### config.mk
export PLATFORM = sky130hd
export DESIGN_NAME = hilbert_coordinates_to_index
export DESIGN_NICKNAME = d
export VERILOG_FILES = /design/src/rtl/hci_pkg.sv /design/src/rtl/hci_cell.sv /design/src/rtl/hci_gray.sv /design/src/rtl/hci_pack.sv /design/src/rtl/hilbert_coordinates_to_index.sv
export SDC_FILE = /design/constraint.sdc
export NUM_CORES = 1
export LEC_CHECK = 0
export BUFFER_PORTS_ARGS = -buffer_cell sky130_fd_sc_hd__buf_2
export CORE_MARGIN = 2
export CORE_UTILIZATION = 60
export DETAILED_ROUTE_END_ITERATION = 10
export PLACE_DENSITY = 0.87
export SLEW_MARGIN = 20
export SYNTH_ARGS = -nofsm -noshare
export SYNTH_HDL_FRONTEND = slang
export SYNTH_SLANG_ARGS = --single-unit
### constraint.sdc
create_clock -name clock -period 7.6 [get_ports clock]
set_clock_uncertainty 0.2 [all_clocks]
set_input_delay 2.28 -clock clock [delete_from_list [all_inputs] [get_ports clock]]
set_output_delay 2.28 -clock clock [all_outputs]
set_load 0.02 [all_outputs]
### src/rtl/hci_pkg.sv
`default_nettype none

package hci_pkg;

   // configuration register indexes
   localparam int CSR_ADDR_W = 1;
   localparam int CSR_DATA_W = 4;
   localparam logic [CSR_ADDR_W-1:0] CSR_DIMS  = 1'd0;
   localparam logic [CSR_ADDR_W-1:0] CSR_ORDER = 1'd1;

   localparam logic [CSR_DATA_W-1:0] DIMS_RESET  = 4'd2;
   localparam logic [CSR_DATA_W-1:0] ORDER_RESET = 4'd8;

   // per-stage tag that travels alongside the coordinate words
   typedef struct packed {
      logic valid;
      logic err;
   } hci_tag_type;

endpackage

`default_nettype wire

### src/rtl/hci_cell.sv
`default_nettype none

// One bit plane of the inverse undo: invert or exchange the bits below PLANE.
module hci_cell import hci_pkg::*; #(
   parameter int MAX_DIMS   = 8,
   parameter int COORD_BITS = 8,
   parameter int PLANE      = 1,
   parameter int NW         = 4,
   parameter int PW         = 4
) (
   input  wire logic                                  clock,
   input  wire logic                                  reset,
   input  wire logic [NW-1:0]                         dims_n,
   input  wire logic [PW-1:0]                         order_p,
   input  wire hci_tag_type                           up_tag,
   output logic                                       up_ready,
   input  wire logic [MAX_DIMS-1:0][COORD_BITS-1:0]   up_x,
   output hci_tag_type                                dn_tag,
   input  wire logic                                  dn_ready,
   output logic [MAX_DIMS-1:0][COORD_BITS-1:0]        dn_x
);

   localparam logic [COORD_BITS-1:0] MASK = COORD_BITS'((1 << PLANE) - 1);

   hci_tag_type                            tag_ff;
   logic [MAX_DIMS-1:0][COORD_BITS-1:0]    x_ff;
   logic [MAX_DIMS-1:0][COORD_BITS-1:0]    x_in;

   always_comb begin
      logic [COORD_BITS-1:0] t;
      x_in = up_x;
      t    = '0;
      if (PLANE < int'(order_p)) begin
         for (int i = 0; i < MAX_DIMS; i++) begin
            if (i < int'(dims_n)) begin
               if (x_in[i][PLANE]) begin
                  x_in[0] = x_in[0] ^ MASK;
               end else begin
                  t       = (x_in[0] ^ x_in[i]) & MASK;
                  x_in[0] = x_in[0] ^ t;
                  x_in[i] = x_in[i] ^ t;
               end
            end
         end
      end
   end

   assign up_ready = !tag_ff.valid || dn_ready;

   always_ff @(posedge clock) begin
      if (reset) begin
         tag_ff <= '0;
      end else if (up_ready) begin
         tag_ff <= up_tag;
      end
   end

   always_ff @(posedge clock) begin
      if (up_ready && up_tag.valid) begin
         x_ff <= x_in;
      end
   end

   assign dn_tag = tag_ff;
   assign dn_x   = x_ff;

endmodule

`default_nettype wire

### src/rtl/hci_gray.sv
`default_nettype none

// Gray encode across dimensions, then apply the correction mask of the last dimension.
module hci_gray import hci_pkg::*; #(
   parameter int MAX_DIMS   = 8,
   parameter int COORD_BITS = 8,
   parameter int NW         = 4
) (
   input  wire logic                                  clock,
   input  wire logic                                  reset,
   input  wire logic [NW-1:0]                         dims_n,
   input  wire hci_tag_type                           up_tag,
   output logic                                       up_ready,
   input  wire logic [MAX_DIMS-1:0][COORD_BITS-1:0]   up_x,
   output hci_tag_type                                dn_tag,
   input  wire logic                                  dn_ready,
   output logic [MAX_DIMS-1:0][COORD_BITS-1:0]        dn_x
);

   hci_tag_type                            tag_ff;
   logic [MAX_DIMS-1:0][COORD_BITS-1:0]    x_ff;
   logic [MAX_DIMS-1:0][COORD_BITS-1:0]    x_in;

   always_comb begin
      logic [COORD_BITS-1:0] last;
      logic [COORD_BITS-1:0] t;
      x_in = up_x;
      last = '0;
      t    = '0;
      for (int i = 1; i < MAX_DIMS; i++) begin
         if (i < int'(dims_n)) begin
            x_in[i] = x_in[i] ^ x_in[i-1];
         end
      end
      for (int i = 0; i < MAX_DIMS; i++) begin
         if (i == int'(dims_n) - 1) begin
            last = x_in[i];
         end
      end
      // bits at or above the order are zero for in-range points
      for (int b = 1; b < COORD_BITS; b++) begin
         if (last[b]) begin
            t = t ^ COORD_BITS'((1 << b) - 1);
         end
      end
      for (int i = 0; i < MAX_DIMS; i++) begin
         x_in[i] = x_in[i] ^ t;
      end
   end

   assign up_ready = !tag_ff.valid || dn_ready;

   always_ff @(posedge clock) begin
      if (reset) begin
         tag_ff <= '0;
      end else if (up_ready) begin
         tag_ff <= up_tag;
      end
   end

   always_ff @(posedge clock) begin
      if (up_ready && up_tag.valid) begin
         x_ff <= x_in;
      end
   end

   assign dn_tag = tag_ff;
   assign dn_x   = x_ff;

endmodule

`default_nettype wire

### src/rtl/hci_pack.sv
`default_nettype none

// Interleave the transposed words into the index (zero for an out-of-range point) and hold it in the output register.
module hci_pack import hci_pkg::*; #(
   parameter int MAX_DIMS   = 8,
   parameter int COORD_BITS = 8,
   parameter int NW         = 4,
   parameter int PW         = 4
) (
   input  wire logic                                  clock,
   input  wire logic                                  reset,
   input  wire logic [NW-1:0]                         dims_n,
   input  wire logic [PW-1:0]                         order_p,
   input  wire hci_tag_type                           up_tag,
   output logic                                       up_ready,
   input  wire logic [MAX_DIMS-1:0][COORD_BITS-1:0]   up_x,
   output hci_tag_type                                dn_tag,
   input  wire logic                                  dn_ready,
   output logic [MAX_DIMS*COORD_BITS-1:0]             dn_index
);

   localparam int IDX_W = MAX_DIMS * COORD_BITS;
   localparam int SW    = $clog2(IDX_W + 1);

   hci_tag_type               tag_ff;
   logic [IDX_W-1:0]          idx_ff;
   logic [IDX_W-1:0]          idx_in;

   always_comb begin
      logic [MAX_DIMS-1:0] pl;
      logic [MAX_DIMS-1:0] sel;
      logic [SW-1:0]       sh;
      idx_in = '0;
      for (int b = 0; b < COORD_BITS; b++) begin
         for (int i = 0; i < MAX_DIMS; i++) begin
            pl[MAX_DIMS-1-i] = up_x[i][b];
         end
         // dimension 0 lands in the top bit of each plane
         sel = pl >> (MAX_DIMS - int'(dims_n));
         sh  = SW'(b * int'(dims_n));
         if (b < int'(order_p)) begin
            idx_in = idx_in | (IDX_W'(sel) << sh);
         end
      end
      if (up_tag.err) begin
         idx_in = '0;
      end
   end

   assign up_ready = !tag_ff.valid || dn_ready;

   always_ff @(posedge clock) begin
      if (reset) begin
         tag_ff <= '0;
      end else if (up_ready) begin
         tag_ff <= up_tag;
      end
   end

   always_ff @(posedge clock) begin
      if (up_ready && up_tag.valid) begin
         idx_ff <= idx_in;
      end
   end

   assign dn_tag   = tag_ff;
   assign dn_index = idx_ff;

endmodule

`default_nettype wire

### src/rtl/hilbert_coordinates_to_index.sv
// Hilbert curve index of a point, one bit-plane cell per coordinate bit above bit 0.
// Pipeline stages between req accept and rsp_tvalid:
//   COORD_BITS-1 plane cells, one Gray/correction stage, one interleave/output stage.
// Throughput: one item per cycle while rsp_tready is high; a full stage holds only while its successor cannot accept.
// Reset (synchronous, active high) empties all stages and sets dims to 2, order to 8.
`default_nettype none

module hilbert_coordinates_to_index import hci_pkg::*; #(
   parameter int MAX_DIMS   = 8,
   parameter int COORD_BITS = 8
) (
   input  wire logic                                      clock,
   input  wire logic                                      reset,
   input  wire logic                                      req_tvalid,
   output logic                                           req_tready,
   // coord_0 .. coord_(MAX_DIMS-1), COORD_BITS each, coord_0 lowest
   input  wire logic [((MAX_DIMS*COORD_BITS+7)/8)*8-1:0]  req_tdata,
   output logic                                           rsp_tvalid,
   input  wire logic                                      rsp_tready,
   // curve_index
   output logic [((MAX_DIMS*COORD_BITS+7)/8)*8-1:0]       rsp_tdata,
   // range_error
   output logic                                           rsp_tuser,
   input  wire logic                                      csr_we,
   input  wire logic [CSR_ADDR_W-1:0]                     csr_addr,
   input  wire logic [CSR_DATA_W-1:0]                     csr_wdata
);

   localparam int IDX_W  = MAX_DIMS * COORD_BITS;
   localparam int OUT_W  = ((IDX_W + 7) / 8) * 8;
   localparam int NW     = $clog2(MAX_DIMS + 1);
   localparam int PW     = $clog2(COORD_BITS + 1);
   localparam int NCELL  = COORD_BITS - 1;

   logic [NW-1:0] dims_ff;
   logic [NW-1:0] dims_in;
   logic [PW-1:0] order_ff;
   logic [PW-1:0] order_in;

   function automatic logic [CSR_DATA_W-1:0] clamp(input logic [CSR_DATA_W-1:0] v,
                                                    input int hi);
      logic [CSR_DATA_W-1:0] r;
      r = v;
      if (v == '0) begin
         r = CSR_DATA_W'(1);
      end else if (int'(v) > hi) begin
         r = CSR_DATA_W'(hi);
      end
      return r;
   endfunction

   // registers hold the saturated values
   always_comb begin
      dims_in  = dims_ff;
      order_in = order_ff;
      if (csr_we) begin
         case (csr_addr)
            CSR_DIMS:  dims_in  = NW'(clamp(csr_wdata, MAX_DIMS));
            CSR_ORDER: order_in = PW'(clamp(csr_wdata, COORD_BITS));
            default:   ;
         endcase
      end
   end

   always_ff @(posedge clock) begin
      if (reset) begin
         dims_ff  <= NW'(clamp(DIMS_RESET, MAX_DIMS));
         order_ff <= PW'(clamp(ORDER_RESET, COORD_BITS));
      end else begin
         dims_ff  <= dims_in;
         order_ff <= order_in;
      end
   end

   hci_tag_type                          s_tag   [NCELL+1];
   logic                                 s_ready [NCELL+1];
   logic [MAX_DIMS-1:0][COORD_BITS-1:0]  s_x     [NCELL+1];
   logic                                 range_err;

   always_comb begin
      range_err = 1'b0;
      for (int i = 0; i < MAX_DIMS; i++) begin
         if (i < int'(dims_ff) && (s_x[0][i] >> order_ff) != '0) begin
            range_err = 1'b1;
         end
      end
   end

   assign s_x[0]         = req_tdata[IDX_W-1:0];
   assign s_tag[0].valid = req_tvalid;
   assign s_tag[0].err   = range_err;
   assign req_tready     = s_ready[0];

   for (genvar k = 0; k < NCELL; k++) begin : g_cell
      hci_cell #(
         .MAX_DIMS   (MAX_DIMS),
         .COORD_BITS (COORD_BITS),
         .PLANE      (COORD_BITS - 1 - k),
         .NW         (NW),
         .PW         (PW)
      ) u_cell (
         .clock    (clock),
         .reset    (reset),
         .dims_n   (dims_ff),
         .order_p  (order_ff),
         .up_tag   (s_tag[k]),
         .up_ready (s_ready[k]),
         .up_x     (s_x[k]),
         .dn_tag   (s_tag[k+1]),
         .dn_ready (s_ready[k+1]),
         .dn_x     (s_x[k+1])
      );
   end

   hci_tag_type                          g_tag;
   logic                                 g_ready;
   logic [MAX_DIMS-1:0][COORD_BITS-1:0]  g_x;
   hci_tag_type                          o_tag;
   logic [IDX_W-1:0]                     o_index;

   hci_gray #(
      .MAX_DIMS   (MAX_DIMS),
      .COORD_BITS (COORD_BITS),
      .NW         (NW)
   ) u_gray (
      .clock    (clock),
      .reset    (reset),
      .dims_n   (dims_ff),
      .up_tag   (s_tag[NCELL]),
      .up_ready (s_ready[NCELL]),
      .up_x     (s_x[NCELL]),
      .dn_tag   (g_tag),
      .dn_ready (g_ready),
      .dn_x     (g_x)
   );

   hci_pack #(
      .MAX_DIMS   (MAX_DIMS),
      .COORD_BITS (COORD_BITS),
      .NW         (NW),
      .PW         (PW)
   ) u_pack (
      .clock    (clock),
      .reset    (reset),
      .dims_n   (dims_ff),
      .order_p  (order_ff),
      .up_tag   (g_tag),
      .up_ready (g_ready),
      .up_x     (g_x),
      .dn_tag   (o_tag),
      .dn_ready (rsp_tready),
      .dn_index (o_index)
   );

   assign rsp_tvalid = o_tag.valid;
   assign rsp_tuser  = o_tag.err;
   assign rsp_tdata  = OUT_W'(o_index);

endmodule

`default_nettype wire

# Word-level counts from Yosys, hierarchy flattened
# Index checks and enable logic that the tools add are counted.
# totals
regBits	602
input_bits	74
output_inout_bits	67
elab_cells	737
# op_classes
addsub	2
multipliers	4
order_cmp	17
n_eq_ne	7
shifts	23
n_mux	299
bitwise	253
n_reduce_logical	47
# op_table
cell	n
2-to-1 mux 8 bit	254
2-to-1 mux 64 bit	14
OR 64 bit	7
left shift 8 x 7 -> 64 bit	4
right shift 8 x 32 -> 8 bit	8
2-to-1 mux 16 bit	14
bitwise XOR 8 x 7 -> 8 bit	24
== test 4 x 32 -> 1 bit, first input constant	4
bitwise XOR 8 x 1 -> 8 bit	16
bitwise XOR 8 x 2 -> 8 bit	16
bitwise XOR 8 x 3 -> 8 bit	16
bitwise XOR 8 x 4 -> 8 bit	16
bitwise XOR 8 x 5 -> 8 bit	16
bitwise XOR 8 x 6 -> 8 bit	16
== test 3 x 32 -> 1 bit, first input constant	2
nonzero test 8 bit	8
left shift 8 x 4 -> 64 bit	1
left shift 8 x 5 -> 64 bit	1
left shift 8 x 6 -> 64 bit	1
right shift 8 x 4 -> 8 bit	8
inverter 7 bit	8
bitwise XOR 7 bit	8
bitwise XOR 8 bit	7
inverter 6 bit	8
other kinds (39)	175

# Depth between registers and ports, before layout
# depth
word_depth	41
depth_mapped	23
ltp_nobuf	14

# Hierarchy
# Synthesis repeated with hierarchy kept, for this count alone.
# hier_totals
hier_cells	4408
hier_area_um2	43043.8
# by_module_without_submodules
module	instances	cells_per_inst	area_each_um2
hci_pack	1	1469	11305.8
hci_gray	1	538	5531.6
hci_cell (g_cell[0].u_cell)	1	485	4742.0
hci_cell (g_cell[1].u_cell)	1	422	4150.2
hci_cell (g_cell[2].u_cell)	1	395	3991.3
hci_cell (g_cell[3].u_cell)	1	337	3637.2
hci_cell (g_cell[4].u_cell)	1	266	3355.7
hci_cell (g_cell[5].u_cell)	1	214	2936.6
hci_cell (g_cell[6].u_cell)	1	144	2476.1
hilbert_coordinates_to_index	1	138	917.1

# Worst setup path before layout
# Ideal clock, no wire load.
# synth_path
path_type	input port to flip-flop
startpoint	input port rsp_tready
endpoint	register g_cell[0].u_cell.x_ff, in the netlist g_cell[0].u_cell.dn_x[0] (enable)
t_arrival_ns	6.539
required_ns	6.876
slack_ns	0.336
cell_stages	8
cell_sequence	nor2b_1 clkbuf_1 and3_1 clkbuf_1 and3_1 nand2_1 nor2_1 a31oi_1
# synth_between
elab_chain_cells	10
# synth_lines
item	line_no	source
start: declaration	hilbert_coordinates_to_index.sv:19	input wire logic rsp_tready,
logical OR 1 bit	hci_pack.sv:50	assign up_ready = !tag_ff.valid || dn_ready;
logical OR 1 bit	hci_gray.sv:51	assign up_ready = !tag_ff.valid || dn_ready;
logical OR 1 bit (7 in a row)	hci_cell.sv:48	assign up_ready = !tag_ff.valid || dn_ready;
logical AND 1 bit	hci_cell.sv:59	if (up_ready && up_tag.valid) begin
end signal: assignment	hci_cell.sv:60	x_ff <= x_in;
end: declaration	hci_cell.sv:26	logic [MAX_DIMS-1:0][COORD_BITS-1:0] x_ff;
# No other way between the ends.
# A chain may end at the register's enable or synchronous reset.

# Worst setup path in the final report
# layout_path
startpoint	input port rsp_tready
endpoint	output port req_tready
# layout_between
elab_chain_cells	9
# layout_lines
item	line_no	source
logical OR 1 bit	hci_pack.sv:50	
logical OR 1 bit	hci_gray.sv:51	
logical OR 1 bit (7 in a row)	hci_cell.sv:48	
end: declaration	hilbert_coordinates_to_index.sv:15	output logic req_tready,
# No other way between the ends.

==> metrics.cfg <==
[clock_tree]
cts_resized = 0
holdBufCountCts = 0
cts_tree = yes
cts-root-buf = clkbuf_16
clk_latency_ns = 0.69
clkSinkCount = 602
cts_made_buffers = 61
htree_levels = 2
cts.reportedPaths.clkPinSlew_ns = 0.07
cts_buffer_depth = 3
post-cts-setup-buffers = 0

[critical_path]
rrSetupSlack_ns = 1.40
crit_path_max_fanout = 8
reg2reg_from = dims_ff[3]$_SDFFE_PP0P_
ff2ff_path_depth = 14
worst_setup_path_start_kind = primary input
endpoint_kind = output port
path_class = primary input to output port
critPathRequiredTime_ns = 5.12
r2r_end = u_gray.dn_x[16]$_DFFE_PP_
crit_arrival_ns = 4.32

[global_route]
grt.met2_usage = 0.7140
grt_use_met3 = 0.09444
grt_overflow = 0
antenna_found_initial = 5
top_usage_layer = met2
grt_pass1_wl_um = 205400
grt_pass1_vias = 31790
grt_util_met1 = 0.5014
grt_max_degree = 77
grtUsageTotal = 0.4387

[logic_synthesis]
yosys.area_share.simple = 0.1485
avgSynthCellArea_um2 = 9.951
synth_nets = 3823
synth-compound-area-share = 0.2136
synth-edff-count = 576
yosys.cell_types.count = 89
ys_seq_area_frac = 0.4810
synth_seq_cells = 602
syn_inst = 3722
synth_xor_area_frac = 0.04942
yosys_most_used_dff = edfxtp_1
async_flop_share = 0
ys_warn_count = 0
synth_top_family_by_area = compound AO/OA/AOI/OAI gates
syn_area_mm2 = 0.03704
synth_fa_ha_area_frac = 0.01034
synth_mux_area_frac = 0.06527

[timing]
final-hold-violation-count = 0
hold_ws_ns = 0.2053
finalCritPeriodShare = 0.8953
tightest_slew_ns = 1.218
slew-limit-headroom = 0.1880
tns_ns = 0
rsz0062_at_grt = false
fin_crit_ns = 6.805
setup_viol = 0
final-max-slew-violation-count = 0
clock.fmax_ghz = 0.1470

[detailed_routing]
routedWlPerCell_um = 30.47
drt-initial-drc-count = 4464
drtPass1Iterations = 6
vias = 32870
wl_um = 141200
drcViolationCount = 0
drt-vias-per-instance = 7.093
postRouteAntennaNets = 0

[power_and_ir_drop]
ir_drop_mv = 0.2371
powerDensity_mw_per_mm2 = 227.4
power.leakage_nw = 13.98

[finish]
drive_above_1_share = 0.1435
layout.area.seq_mm2 = 0.01783
fill_cells = 4677
syn_to_final_growth_pct = 10.41
final_nets = 3890
multi_input_area_mm2 = 0.01822

[hold_path]
worstHoldStart = g_cell[5].u_cell.dn_x[18]$_DFFE_PP_
min_path_cells = 0
worstHoldEndpoint = g_cell[6].u_cell.dn_x[18]$_DFFE_PP_
hp-class = flop to flop

[floorplan]
die_w_um = 252.5
start_util = 0.6035
rows = 91
core_mm2 = 0.06137
io_pins = 141
dieArea_mm2 = 0.06373
die_y_um = 252.5

[status]
outcome = complete, no violations

[placed_design]
hpwlAfterDp_um = 102800
port_buffers = 140
globalplace.congestion = 1.042

[run]
max_cap_viol_count = 0

==> state kept, by name, indices dropped and copies added, names as in the netlist <==
register / cells
dims_ff: 4
u_gray.dn_x: 64
u_gray.dn_tag: 2
g_cell.u_cell.dn_tag: 14
order_ff: 4
u_pack.dn_tag: 2
g_cell.u_cell.dn_x: 448
u_pack.dn_index: 64
==> cell type report <==
type,count,area share
well taps,790,0.02417
clock buffers,76,0.03919
diodes,4,0.0002448
flip-flops and latches,602,0.4359
multi-input cells,2810,0.4455
inverters,65,0.005966
clock inverters,38,0.01153
repair buffers,249,0.03745
==> worst max-delay path by stage <==
stage          startpoint                                 end  depth (start not counted)
3_5_place_dp   rsp_tready                          req_tready                         10
3_3_place_gp   rsp_tready                          req_tready                         10
4_1_cts        rsp_tready                          req_tready                         10
5_1_grt        rsp_tready                          req_tready                         10
2_1_floorplan  rsp_tready  g_cell[0].u_cell.dn_x[0]$_DFFE_PP_                          8
6_report       rsp_tready                          req_tready                         10
==> per-layer routing <==
metal,wire (µm),vias to the layer above
met5,0,-
met4,14060,0
met3,14790,680
met2,65450,2373
met1,46890,15520
li1,-,14300
==> power breakdown <==
part / leakage (nW) / switching, mW / internal [mW]
logic: 7.54 / 1.46 / 0.791
clock network: 0.997 / 1.37 / 1.75
registers: 5.44 / 0.0874 / 3.83
total: 14.0 / 2.92 / 6.38
==> worst max-delay path, cell delays in order <==
cell and delay, ns:
buf_2 0.11, nor2b_1 0.15, buf_4 0.19, and3_1 0.42, and3_1 0.36, nand2_1 0.12, nor2_1 0.11, buf_4 0.21
nand3_1 0.16, buf_2 0.22
==> through the flow <==
| stage | total power [mW] | std cells | util | setup WS [ns] | area, µm² |
|---|---|---|---|---|---|
| after floorplan | 5.402 | 3722 | - | 0.3363 | 37040 |
| final | 9.299 | 4634 | 0.6664 | 0.7954 | 40900 |
| after global routing | 9.527 | 4631 | 0.6663 | 0.6392 | 40890 |
| after CTS | 9.212 | 4630 | 0.6660 | 0.8066 | 40880 |
| after global placement | 6.112 | 4516 | 0.6320 | 0.9942 | 38790 |
| after detailed placement | 6.142 | 4516 | 0.6322 | 0.8446 | 38800 |
==> cell usage after synthesis (all sizes together) (9+ instances only) <==
cell       n  area [µm²]
edfxtp   576       17300
a21oi    343        1732
nor2     343        1287
nand2    340        1276
o21ai    216        1081
clkbuf   207       777.0
nor3     118       590.6
mux2     116        1310
xnor2    106       943.4
mux2i    100        1017
a211oi    94       705.7
nand3     88       440.4
nor2b     88       550.5
o22ai     68       425.4
inv       61       229.0
a31oi     55       344.1
xor2      53       501.7
a221oi    45       394.1
a21o      43       322.8
nand2b    40       250.2
buf       38       156.4
and2      35       219.0
a21boi    31       232.7
o221ai    29       254.0
a22oi     28       210.2
dfxtp     26       520.5
or3       25       156.4
and3      24       150.1
or2       23       143.9
ha        21       262.8
o22a      19       166.4
o31ai     19       142.6
o32ai     19       166.4
a2111oi   17       148.9
a211o     17       148.9
o211ai    17       127.6
o21a      16       120.1
xnor3     15       337.8
nor4      14       87.58
nand4     12       75.07
a21bo     11       110.1
a22o      11       96.34
nor3b     10       80.07
a222oi     9       90.09
a31o       9       78.83
==> cells in the final DEF (no fill, tap or decap), types with 68 or more instances in the layout <==
cell type	Yosys	routed
nand3_1	88	88
o22ai_1	68	68
o21ai_0	215	214
xnor2_1	104	101
nor2b_1	88	84
edfxtp_1	576	576
a21oi_1	341	338
a211oi_1	94	94
nor3_1	118	116
mux2_2	115	115
buf_2	5	140
nand2_1	340	339
mux2i_1	98	98
nor2_1	343	340
buf_4	0	108
==> logic make-up after synthesis <==
| logic type | after synthesis |
|---|---|
| buf+inv | 310 |
| xor+xnor | 176 |
| simple gates | 1184 |
| fa+ha+maj | 27 |
| mux | 220 |
| flops | 602 |
| compound gates | 1203 |
Power figures use the tool's default switching activity.
